### src/hdl/irpd_pkg.sv
// Shared types and constants of the pulse-distance frame encoder.
package irpd_pkg;

  localparam int BitsPerByte = 8;
  localparam int NumRegs     = 8;
  localparam int CfgIdxW     = 4;
  localparam int DurW        = 16;
  localparam int QueueDepth  = 2;

  localparam logic [CfgIdxW-1:0] RegLeaderMark   = CfgIdxW'(0);
  localparam logic [CfgIdxW-1:0] RegLeaderSpace  = CfgIdxW'(1);
  localparam logic [CfgIdxW-1:0] RegTrailerMark  = CfgIdxW'(2);
  localparam logic [CfgIdxW-1:0] RegTrailerSpace = CfgIdxW'(3);
  localparam logic [CfgIdxW-1:0] RegOneMark      = CfgIdxW'(4);
  localparam logic [CfgIdxW-1:0] RegOneSpace     = CfgIdxW'(5);
  localparam logic [CfgIdxW-1:0] RegZeroMark     = CfgIdxW'(6);
  localparam logic [CfgIdxW-1:0] RegZeroSpace    = CfgIdxW'(7);

  typedef struct packed {
    logic [7:0] data_byte;
    logic       first_byte;
    logic       last_byte;
  } irpd_in_t;

  typedef struct packed {
    logic            carrier_on;
    logic [DurW-1:0] duration_us;
    logic            last_segment;
  } irpd_out_t;

  typedef struct packed {
    logic [DurW-1:0] leader_mark_us;
    logic [DurW-1:0] leader_space_us;
    logic [DurW-1:0] trailer_mark_us;
    logic [DurW-1:0] trailer_space_us;
    logic [DurW-1:0] one_mark_us;
    logic [DurW-1:0] one_space_us;
    logic [DurW-1:0] zero_mark_us;
    logic [DurW-1:0] zero_space_us;
  } irpd_cfg_t;

endpackage

### src/hdl/ir_pulse_distance_frame_encoder_unit.sv
// Top level of the pulse-distance infrared frame encoder.
//
// Each input word carries one frame byte with first and last flags. The block
// answers with a run of segments (carrier on or off, duration in microseconds):
// a leader mark and space when the first flag is set, one mark and space per
// data bit LSB first, and a trailer mark and space when the last flag is set.
// A set bit takes the zero-bit timing and a clear bit the one-bit timing. The
// final segment of each run has last_segment set.
// Timing registers are written on the configuration channel, which is always
// ready; writes to an index past the last register are dropped.
// A word is written into the queue before its first segment is registered.
// The output register sets the rate: segments leave one per cycle while the
// receiver is ready, 2*BITS_PER_BYTE per word plus two for each flag set.
// A two-entry queue sits between input and sequencer, so new words are
// accepted while the receiver stalls until the queue is full.
// Reset clears all timing registers, the queue and the output register.
module ir_pulse_distance_frame_encoder_unit import irpd_pkg::*; #(
  parameter int BITS_PER_BYTE = BitsPerByte
) (
  input  logic               clk_i,
  input  logic               rst_ni,
  input  logic               in_valid_i,
  output logic               in_ready_o,
  input  irpd_in_t           in_word_i,
  output logic               out_valid_o,
  input  logic               out_ready_i,
  output irpd_out_t          out_word_o,
  input  logic               cfg_valid_i,
  output logic               cfg_ready_o,
  input  logic [CfgIdxW-1:0] cfg_index_i,
  input  logic [DurW-1:0]    cfg_data_i
);

  irpd_cfg_t cfg;
  logic      head_valid, pop;
  irpd_in_t  head;

  assign cfg_ready_o = 1'b1;

  irpd_cfg u_cfg (
    .clk_i       (clk_i),
    .rst_ni      (rst_ni),
    .cfg_valid_i (cfg_valid_i),
    .cfg_index_i (cfg_index_i),
    .cfg_data_i  (cfg_data_i),
    .cfg_o       (cfg)
  );

  irpd_front #(
    .Depth (QueueDepth)
  ) u_front (
    .clk_i        (clk_i),
    .rst_ni       (rst_ni),
    .in_valid_i   (in_valid_i),
    .in_ready_o   (in_ready_o),
    .in_word_i    (in_word_i),
    .head_valid_o (head_valid),
    .head_o       (head),
    .pop_i        (pop)
  );

  irpd_back #(
    .BITS_PER_BYTE (BITS_PER_BYTE)
  ) u_back (
    .clk_i        (clk_i),
    .rst_ni       (rst_ni),
    .cfg_i        (cfg),
    .head_valid_i (head_valid),
    .head_i       (head),
    .pop_o        (pop),
    .out_valid_o  (out_valid_o),
    .out_ready_i  (out_ready_i),
    .out_word_o   (out_word_o)
  );

endmodule

### src/hdl/irpd_cfg.sv
// Timing register file of the pulse-distance frame encoder.
module irpd_cfg import irpd_pkg::*; (
  input  logic               clk_i,
  input  logic               rst_ni,
  input  logic               cfg_valid_i,
  input  logic [CfgIdxW-1:0] cfg_index_i,
  input  logic [DurW-1:0]    cfg_data_i,
  output irpd_cfg_t          cfg_o
);

  irpd_cfg_t regs_q;

  always_ff @(posedge clk_i or negedge rst_ni) begin
    if (!rst_ni) begin
      regs_q <= '0;
    end else if (cfg_valid_i) begin
      case (cfg_index_i)
        RegLeaderMark:   regs_q.leader_mark_us   <= cfg_data_i;
        RegLeaderSpace:  regs_q.leader_space_us  <= cfg_data_i;
        RegTrailerMark:  regs_q.trailer_mark_us  <= cfg_data_i;
        RegTrailerSpace: regs_q.trailer_space_us <= cfg_data_i;
        RegOneMark:      regs_q.one_mark_us      <= cfg_data_i;
        RegOneSpace:     regs_q.one_space_us     <= cfg_data_i;
        RegZeroMark:     regs_q.zero_mark_us     <= cfg_data_i;
        RegZeroSpace:    regs_q.zero_space_us    <= cfg_data_i;
        default: ;
      endcase
    end
  end

  assign cfg_o = regs_q;

endmodule

### src/hdl/irpd_front.sv
// Input side: accepts frame words into a short queue ahead of the sequencer.
module irpd_front import irpd_pkg::*; #(
  parameter int Depth = QueueDepth
) (
  input  logic     clk_i,
  input  logic     rst_ni,
  input  logic     in_valid_i,
  output logic     in_ready_o,
  input  irpd_in_t in_word_i,
  output logic     head_valid_o,
  output irpd_in_t head_o,
  input  logic     pop_i
);

  localparam int PtrW = (Depth > 1) ? $clog2(Depth) : 1;
  localparam int CntW = $clog2(Depth + 1);
  localparam logic [PtrW-1:0] LastPtr = PtrW'(Depth - 1);

  irpd_in_t        mem_q [Depth];
  logic [PtrW-1:0] wr_ptr_q, rd_ptr_q;
  logic [CntW-1:0] cnt_q;
  logic            push, pop;

  assign in_ready_o   = (cnt_q != CntW'(Depth));
  assign head_valid_o = (cnt_q != '0);
  assign head_o       = mem_q[rd_ptr_q];
  assign push         = in_valid_i && in_ready_o;
  assign pop          = pop_i && head_valid_o;

  always_ff @(posedge clk_i) begin
    if (push) begin
      mem_q[wr_ptr_q] <= in_word_i;
    end
  end

  always_ff @(posedge clk_i or negedge rst_ni) begin
    if (!rst_ni) begin
      wr_ptr_q <= '0;
      rd_ptr_q <= '0;
      cnt_q    <= '0;
    end else begin
      if (push) begin
        wr_ptr_q <= (wr_ptr_q == LastPtr) ? '0 : wr_ptr_q + 1'b1;
      end
      if (pop) begin
        rd_ptr_q <= (rd_ptr_q == LastPtr) ? '0 : rd_ptr_q + 1'b1;
      end
      if (push && !pop) begin
        cnt_q <= cnt_q + 1'b1;
      end else if (pop && !push) begin
        cnt_q <= cnt_q - 1'b1;
      end
    end
  end

  a_cnt_bound: assert property (@(posedge clk_i) disable iff (!rst_ni)
    cnt_q <= CntW'(Depth))
    else $error("queue fill count beyond depth");

endmodule

### src/hdl/irpd_back.sv
// Segment sequencer: walks leader, data bits and trailer of the head word.
module irpd_back import irpd_pkg::*; #(
  parameter int BITS_PER_BYTE = BitsPerByte
) (
  input  logic      clk_i,
  input  logic      rst_ni,
  input  irpd_cfg_t cfg_i,
  input  logic      head_valid_i,
  input  irpd_in_t  head_i,
  output logic      pop_o,
  output logic      out_valid_o,
  input  logic      out_ready_i,
  output irpd_out_t out_word_o
);

  localparam int IdxW = (BITS_PER_BYTE > 1) ? $clog2(BITS_PER_BYTE) : 1;
  localparam int ExtW = (BITS_PER_BYTE > 8) ? BITS_PER_BYTE : 8;
  localparam logic [IdxW-1:0] LastIdx = IdxW'(BITS_PER_BYTE - 1);

  typedef enum logic [1:0] {
    PH_START,
    PH_LEADER,
    PH_DATA,
    PH_TRAILER
  } phase_e;

  phase_e          phase_q, phase_d, phase_eff;
  logic            space_q, space_d;
  logic [IdxW-1:0] idx_q, idx_d;
  logic            out_valid_q;
  irpd_out_t       out_q;
  irpd_out_t       seg;
  logic [ExtW-1:0] ext_bits;
  logic            cur_bit, fire, final_seg;

  assign ext_bits = ExtW'(head_i.data_byte);
  assign cur_bit  = ext_bits[idx_q];
  assign fire     = head_valid_i && (!out_valid_q || out_ready_i);

  always_comb begin
    phase_eff = phase_q;
    if (phase_q == PH_START) begin
      phase_eff = head_i.first_byte ? PH_LEADER : PH_DATA;
    end
  end

  always_comb begin
    seg.carrier_on = !space_q;
    case (phase_eff)
      PH_LEADER: begin
        seg.duration_us = space_q ? cfg_i.leader_space_us : cfg_i.leader_mark_us;
      end
      PH_TRAILER: begin
        seg.duration_us = space_q ? cfg_i.trailer_space_us : cfg_i.trailer_mark_us;
      end
      default: begin
        if (cur_bit) begin
          seg.duration_us = space_q ? cfg_i.zero_space_us : cfg_i.zero_mark_us;
        end else begin
          seg.duration_us = space_q ? cfg_i.one_space_us : cfg_i.one_mark_us;
        end
      end
    endcase
    final_seg = space_q && ((phase_eff == PH_TRAILER) ||
                ((phase_eff == PH_DATA) && (idx_q == LastIdx) && !head_i.last_byte));
    seg.last_segment = final_seg;
  end

  always_comb begin
    phase_d = phase_eff;
    idx_d   = idx_q;
    space_d = !space_q;
    if (space_q) begin
      case (phase_eff)
        PH_LEADER: begin
          phase_d = PH_DATA;
          idx_d   = '0;
        end
        PH_DATA: begin
          if (idx_q == LastIdx) begin
            phase_d = head_i.last_byte ? PH_TRAILER : PH_START;
            idx_d   = '0;
          end else begin
            idx_d = idx_q + 1'b1;
          end
        end
        default: begin
          phase_d = PH_START;
          idx_d   = '0;
        end
      endcase
    end
  end

  assign pop_o = fire && final_seg;

  always_ff @(posedge clk_i or negedge rst_ni) begin
    if (!rst_ni) begin
      phase_q     <= PH_START;
      space_q     <= 1'b0;
      idx_q       <= '0;
      out_valid_q <= 1'b0;
      out_q       <= '0;
    end else begin
      if (fire) begin
        phase_q     <= phase_d;
        space_q     <= space_d;
        idx_q       <= idx_d;
        out_valid_q <= 1'b1;
        out_q       <= seg;
      end else if (out_ready_i) begin
        out_valid_q <= 1'b0;
      end
    end
  end

  assign out_valid_o = out_valid_q;
  assign out_word_o  = out_q;

  a_mid_run_has_head: assert property (@(posedge clk_i) disable iff (!rst_ni)
    (phase_q != PH_START || space_q) |-> head_valid_i)
    else $error("sequencer is mid-run without a queued word");

  a_run_end_resets: assert property (@(posedge clk_i) disable iff (!rst_ni)
    pop_o |=> (phase_q == PH_START) && !space_q && (idx_q == '0))
    else $error("sequencer state not cleared after the final segment");

  a_space_after_mark: assert property (@(posedge clk_i) disable iff (!rst_ni)
    (space_q && out_valid_q) |-> out_q.carrier_on)
    else $error("space pending but the held segment is not a mark");

endmodule

### config.mk
export PLATFORM = sky130hd
export DESIGN_NAME = ir_pulse_distance_frame_encoder_unit
export DESIGN_NICKNAME = d
export VERILOG_FILES = /design/src/hdl/irpd_pkg.sv /design/src/hdl/ir_pulse_distance_frame_encoder_unit.sv /design/src/hdl/irpd_cfg.sv /design/src/hdl/irpd_front.sv /design/src/hdl/irpd_back.sv
export SDC_FILE = /design/constraint.sdc
export NUM_CORES = 1
export LEC_CHECK = 0
export ABC_AREA = 1
export BUFFER_PORTS_ARGS = -buffer_cell sky130_fd_sc_hd__buf_4
export CORE_MARGIN = 4
export CORE_UTILIZATION = 57
export DETAILED_ROUTE_END_ITERATION = 16
export PLACE_DENSITY = 0.78
export SYNTH_ARGS = -nofsm -noshare
export SYNTH_HDL_FRONTEND = slang
export SYNTH_HIERARCHICAL = 1
export SYNTH_SLANG_ARGS = --single-unit
### constraint.sdc
create_clock -name clk_i -period 6.3 [get_ports clk_i]
set_input_delay 0.315 -clock clk_i [delete_from_list [all_inputs] [get_ports clk_i]]
set_output_delay 0.315 -clock clk_i [all_outputs]
set_load 0.01 [all_outputs]
==> key figures, run 1 <==
Yosys
  • Mapped Nets: 1069
  • Syn Inst Count: 1028
  • Synthesis Warnings: 6
  • Synth Cell Area: 8780 um^2
  • #FFs+latches synth: 176
  • Syn Area/Cell: 8.54 um^2
  • Library cells used by synthesis: 35
  • Register area share after synthesis: 51.3%

Timing
  • Post-layout min period: 3.29 ns
  • Worst Clk Skew: 0.00687 ns
  • Unrepaired setup endpoints after global routing: no
  • Final setup vio count: 0
  • Final slew viol count: 0
  • Setup TNS Final: 0 ns
  • Final Hold Viols: 20
  • Slew @ Worst Pin: 1.14 ns
  • Fmax: ~0.3 GHz
  • Slew margin rel.: 24.1%
  • Hold_ws: -0.0316 ns
  • Period utilization: 52.2%

Die
  • Core area: around 15000 um^2
  • # IOs: 56
  • Die Wd: ~130 um
  • Site row count: 45
  • Initial cell density of the core: 57.9%
  • Die Ht: 132 um
  • Die Area: 17400 um^2

Placement
  • Port Buffers: 54
  • Post-DP HPWL: 13200 um
  • Placed insts: between 1000 and 1500
  • RePlAce Congestion: 0.809

Global routing
  • GR peak layer: met2
  • Initial antenna violation count: 0
  • Vias in the first global route: 7002
  • GRT Util Overall: 26.0%
  • Met1 usage: 35.4%
  • Total grt overflow: 0
  • Met2 Use GR: 41.4%
  • Grt met3 use: 5.99%
  • First-pass GRT wire length: 36500 um
  • Largest net degree at the start of global routing: 96

Hold path
  • Hold WC Path Type: input port to async pin

Setup path
  • Worst reg2reg setup slack: 3.01 ns
  • CP required: around 6.6 ns
  • R2R Path End: u_front/cnt_q[1]
  • Startpoint Class: flop
  • CP Max Fanout: 18
  • Worst path arrival time: around 3.6 ns
  • Critical path type: flop to flop
  • Slowest-stage cell, CP: ha_1
  • R2r worst-path depth: 14
  • Cell mode on critical path: nand2_1
  • Crit-path cells: inv_1 > nand2_1 > nand2_1 > or2_2 > nand2_1 > ha_1 > a31oi_1 > nor2_1 > nand2_2 > ha_1 > inv_1 > nand3_1 > nand2_1 > nand2_1
  • Worst R2R Start: u_front/rd_ptr_q
  • Biggest cell delay along the critical path: 0.72 ns
  • CP endpoint kind: flop

Outcome
  • Status: complete, but fails checks
  • Failing checks: hold timing

Routing
  • DR vias/cell: 5.80
  • Pre-antenna DRT Iters: 5
  • Antenna Violating Nets Remaining: 0
  • Final WL: ~22000 um
  • 1st-iter DRT viols: 854
  • Routed length per instance: approximately 18 um
  • Routed via count: ~7000
  • Drt drc: 0

CTS
  • Clk Latency, worst-skew pair: 0.43 ns
  • PostCTS Resize Cnt: 0
  • Reg clk slew, reported paths: 0.07 ns
  • Post-cts hold buffer count: 0
  • TritonCTS buffer count: 17
  • H-tree lvl count: 4
  • CTS tree: yes
  • CTS Sinks: ~180
  • CTS Root Cell: clkbuf_16
  • CTS max path bufs: 2
  • Post-CTS Setup Bufs: 0

Power and ir drop
  • P per Cell Area: 454 nW/um^2
  • Leakage: 4.99 nW
  • Pwr Total: 0.00439 W
  • Max rail drop VDD: 0.251 mV

Final layout
  • Commonest non-fill, non-tap cell in the layout: nand2_1
  • Most frequent cells in the layout: 411 x nand2_1, 155 x dfrtp_1, 58 x buf_4, 49 x nand4_1, 46 x nand3_1
  • Share of post-route cells with drive strength above 1: 15.3%
  • Net count, final: approximately 1100
  • P&R area growth vs syn: 10.3%
  • Non-Filler Instances: roughly 1200
  • Fillers: 1245
  • Ant diodes: 0

Job
  • Max cap viols: 0
worst max-delay path: cells and delay by family (launching register included):
family,cells,cell delay [ns]
fa+ha+maj,2,1.04
compound gates,1,0.14
flops,1,0.54
buf+inv,2,0.34
simple gates,9,1.12
per-stage QoR:
stage / utilization, % / hold slack (ns) / cell area (um^2) / setup slack, ns
6_report: 63.9 / -0.0316 / 9680 / 3.01
5_1_grt: 63.9 / 0.0262 / 9680 / 2.78
4_1_cts: 63.9 / 0.0141 / 9680 / 3.05
3_5_place_dp: 59.8 / 0.453 / 9060 / 3.07
3_3_place_gp: 59.8 / 0.449 / 9060 / 3.23
2_1_floorplan: - / 0.0194 / 8780 / 3.91
cell type report:
class / count / area, um^2 / area share, %
Clock buffer: 18 / 429 / 4.43
Clock inverter: 14 / 189 / 1.95
Inverter: 49 / 184 / 1.90
Multi-Input combinational cell: 730 / 3690 / 38.1
Sequential cell: 176 / 4510 / 46.5
Tap cell: 188 / 235 / 2.43
Timing Repair Buffer: 59 / 447 / 4.61
registers in the layout (all words and copies together), names as in the netlist:
name,count
u_cfg/cfg_o,128
u_front/mem_q,20
u_back/out_word_o,18
u_back/idx_q,3
u_back/phase_q,2
u_front/cnt_q,2
u_back/out_valid_o,1
u_front/rd_ptr_q,1
u_front/wr_ptr_q,1
logic make-up after synthesis:
logic type | after synthesis | share of synthesized area [%]
compound gates | 91 | 6.19
xor+xnor | 2 | 0.285
fa+ha+maj | 6 | 0.855
buf+inv | 122 | 6.60
flops | 176 | 51.3
mux | 32 | 3.65
other cells | 1 | 0.0427
simple gates | 598 | 31.1
metal layers:
metal / vias to the layer above / routed length, um
met5: - / 0
met4: 0 / 419
met3: 47 / 1890
met2: 354 / 10500
met1: 3423 / 9310
li1: 3334 / -
synth_stat cells:
cell      instances  area share, %
ha_1              6           0.86
nand2_2          17            1.2
a31oi_1           2           0.14
a21oi_2          11            1.1
nor2_1           42            1.8
inv_1            40            1.7
dfrtp_1         156             44
mux2i_1          32            3.6
nand4_1          49            3.5
xnor2_1           1           0.10
edfxtp_1         20            6.8
o21bai_1         16            1.4
o21ai_1           8           0.46
o211ai_1          1          0.086
o22ai_1           1          0.071
nor2_2            2           0.14
buf_2            42            2.4
buf_6             4           0.51
or2_2             1          0.071
nand3_1          46            2.6
buf_4            10           0.86
nand3_4           2           0.40
inv_2             9           0.38
nand3_2          18            2.1
clkbuf_1         13           0.56
a21oi_1          23            1.3
clkbuf_2          1          0.057
nand2_1         411             18
buf_1             3           0.13
nand2_4           3           0.38
nor2_8            4           0.91
xor2_2            1           0.19
nor2_4            3           0.38
conb_1            1          0.043
o21ai_0          29            1.7
worst max-delay path by stage:
stage | endpoint | depth (start not counted) | slack, ns | startpoint
6_report | u_front/cnt_q[1] | 14 | 3.01 | u_front/rd_ptr_q
5_1_grt | u_front/cnt_q[1] | 14 | 2.78 | u_front/rd_ptr_q
3_3_place_gp | u_front/cnt_q[1] | 14 | 3.23 | u_front/rd_ptr_q
4_1_cts | u_front/cnt_q[1] | 14 | 3.05 | u_front/rd_ptr_q
2_1_floorplan | u_front/cnt_q[1] | 16 | 3.91 | u_front/rd_ptr_q
3_5_place_dp | u_front/cnt_q[1] | 14 | 3.07 | u_front/rd_ptr_q
power breakdown:
part / leakage, nW / switching [W] / internal [W] / total [W]
Combinational: 2.56 / 0.00107 / 0.000590 / 0.00166
Clock: 0.293 / 0.000445 / 0.000664 / 0.00111
Sequential: 2.13 / 0.000178 / 0.00145 / 0.00162
Power figures use the tool's default switching activity.
==> run 2, diff against run 1 <==
--- a/config.mk
+++ b/config.mk
@@ -8,7 +8,7 @@
 export ABC_AREA = 1
 export BUFFER_PORTS_ARGS = -buffer_cell sky130_fd_sc_hd__buf_4
 export CORE_MARGIN = 4
-export CORE_UTILIZATION = 57
+export CORE_UTILIZATION = 55
 export DETAILED_ROUTE_END_ITERATION = 16
 export PLACE_DENSITY = 0.78
 export SYNTH_ARGS = -nofsm -noshare
==> constraint.sdc (replaced) <==
create_clock -name clk_i -period 2.7 [get_ports clk_i]
set_input_delay 0.135 -clock clk_i [delete_from_list [all_inputs] [get_ports clk_i]]
set_output_delay 0.135 -clock clk_i [all_outputs]
set_load 0.01 [all_outputs]
==> key figures, run 2 (synthesis gave the netlist of run 1 again) <==
Power and ir drop
  • Pwr Total: 0.0103 W
  • Leakage: 5.14 nW
  • Max rail drop VDD: 0.573 mV
  • P per Cell Area: 1020 nW/um^2

Timing
  • Hold_ws: approximately 0.022 ns
  • Unrepaired setup endpoints after global routing: no
  • Final slew viol count: 0
  • Fmax: slightly above 0.4 GHz
  • Final Hold Viols: 0
  • Setup TNS Final: 0 ns
  • Slew @ Worst Pin: 0.916 ns
  • Post-layout min period: 2.46 ns
  • Final setup vio count: 0
  • Slew margin rel.: 38.7%
  • Worst Clk Skew: 0.00562 ns
  • Period utilization: 91.3%

Routing
  • Pre-antenna DRT Iters: 8
  • DR vias/cell: 5.65
  • Final WL: 23100 um
  • Drt drc: 0
  • Routed via count: 7339
  • Routed length per instance: roughly 18 um
  • Antenna Violating Nets Remaining: 0
  • 1st-iter DRT viols: just over 700

Die
  • Core area: 15400 um^2
  • Site row count: 45
  • Die Area: around 18000 um^2
  • Die Ht: 134 um
  • Die Wd: roughly 130 um
  • # IOs: 56
  • Initial cell density of the core: 56.9%

Final layout
  • Fin area: 10100 um^2
  • Net count, final: 1116
  • Largest register FFs: 128
  • Commonest non-fill, non-tap cell in the layout: nand2_1
  • Most frequent cells in the layout: 411 x nand2_1, 154 x dfrtp_1, 72 x buf_4, 49 x nand4_1, 46 x nand3_1
  • Share of post-route cells with drive strength above 1: 16.3%
  • Non-Filler Instances: 1299
  • P&R area growth vs syn: 14.7%
  • Ant diodes: 0

Setup path
  • Worst path arrival time: 2.78 ns
  • Worst R2R Start: u_front/rd_ptr_q
  • Cell mode on critical path: nand2_1
  • CP Max Fanout: 8
  • Worst path bufs/invs: 2
  • Worst reg2reg setup slack: 0.24 ns
  • Crit-path cells: inv_1 > nand2_1 > nand2_1 > or2_2 > nand2_1 > ha_1 > a31oi_1 > nor2_1 > nand2_2 > ha_1 > inv_1 > nand3_1 > nand2_1 > nand2_1
  • CP endpoint kind: flop
  • Stages on worst setup path: 14
  • R2r worst-path depth: 14
  • R2R Path End: u_front/cnt_q[1]
  • CP required: ~3.0 ns
  • Slowest-stage cell, CP: dfrtp_2
  • Largest delay contributor family on the critical path: simple AND/OR/NAND/NOR gates
  • Biggest cell delay along the critical path: between 0.4 and 0.5 ns
  • Startpoint Class: flop
  • Critical path type: flop to flop

Global routing
  • Grt met3 use: 4.88%
  • GRT Util Overall: between 20% and 30%
  • Largest net degree at the start of global routing: 63
  • GR peak layer: met2
  • Vias in the first global route: 7213
  • Total grt overflow: 0
  • First-pass GRT wire length: 38200 um
  • Met2 Use GR: a little over two fifths
  • Met1 usage: 36.2%
  • Initial antenna violation count: 0

CTS
  • H-tree lvl count: 4
  • Post-CTS Setup Bufs: 0
  • CTS Sinks: 176
  • Clk Latency, worst-skew pair: 0.43 ns
  • CTS tree: yes
  • Reg clk slew, reported paths: roughly 0.070 ns
  • CTS max path bufs: 2
  • TritonCTS buffer count: 17
  • CTS Root Cell: clkbuf_16

Placement
  • Post-DP HPWL: ~14000 um
  • Placed insts: between 1000 and 1500
  • Port Buffers: 54
  • DP Area: 9200 um^2
  • RePlAce Congestion: 0.861

Hold path
  • Hold EP: u_cfg/cfg_o[9]
  • Hold_sp: cfg_data_i[9]
  • Hold depth: 3
  • Hold WC Path Type: input port to flop

Job
  • Max cap viols: 0

Outcome
  • Status: finished clean
## run 2: cell types whose count changed in the layout (fill, tap and decap cells not counted), sizes merged
cell / delta
inv: +1
clkbuf: -1
clkinvlp: +4
clkinv: -2
dlygate4sd3: +28
buf: +14
bufinv: -2
## run 2: layout make-up
class | count | area [um^2]
timing repair buffer | 101 | 832
sequential | 176 | 4510
fill | 1290 | 5360
clock inverter | 15 | 160
multi-input combinational | 730 | 3690
inverter | 49 | 184
clock buffer | 17 | 425
tap | 211 | 264
## run 2: worst max-delay path by stage
| stage | from | endpoint | slack [ns] |
|---|---|---|---|
| after floorplan | u_front/rd_ptr_q | u_front/cnt_q[1] | 0.31 |
| after global placement | u_front/rd_ptr_q | u_front/cnt_q[1] | 0.32 |
| after detailed placement | u_front/rd_ptr_q | u_front/cnt_q[1] | 0.26 |
| after CTS | u_front/rd_ptr_q | u_front/cnt_q[1] | 0.17 |
| after global routing | u_front/rd_ptr_q | u_front/cnt_q[1] | 0.01 |
| final | u_front/rd_ptr_q | u_front/cnt_q[1] | 0.24 |
## run 2: what timing repair did
item / CTS / global route
hold buffers: 28 / 0
endpoints found under the setup margin: 0 / 1
hold endpoints to repair: 127 / 0
gates resized for setup: 0 / 1
## run 2: power by group
| part | switching [W] | leakage [nW] | internal, W |
|---|---|---|---|
| registers | 0.000452 | 2.13 | 0.00338 |
| clock network | 0.00109 | 0.262 | 0.00137 |
| logic | 0.00253 | 2.75 | 0.00146 |
## run 2: tightest hold or removal path: stages
cell     delay (ns)
buf_4          0.16
nand2_1        0.07
nand2_1        0.05
## run 2: metal layers
| layer | vias up | routed length (um) | share of wire, % |
|---|---|---|---|
| li1 | 3410 | - | - |
| met1 | 3541 | 9740 | 42 |
| met2 | 343 | 11200 | 48 |
| met3 | 45 | 1710 | 7.4 |
| met4 | 0 | 488 | 2.1 |
| met5 | - | 0 | 0 |
## run 2: per-stage QoR
| step | setup WS, ns | util [%] |
|---|---|---|
| 2_1_floorplan | 0.311 | - |
| 3_3_place_gp | 0.323 | 59.6 |
| 3_5_place_dp | 0.256 | 59.6 |
| 4_1_cts | 0.166 | 65.2 |
| 5_1_grt | 0.0123 | 65.2 |
| 6_report | 0.236 | 65.2 |
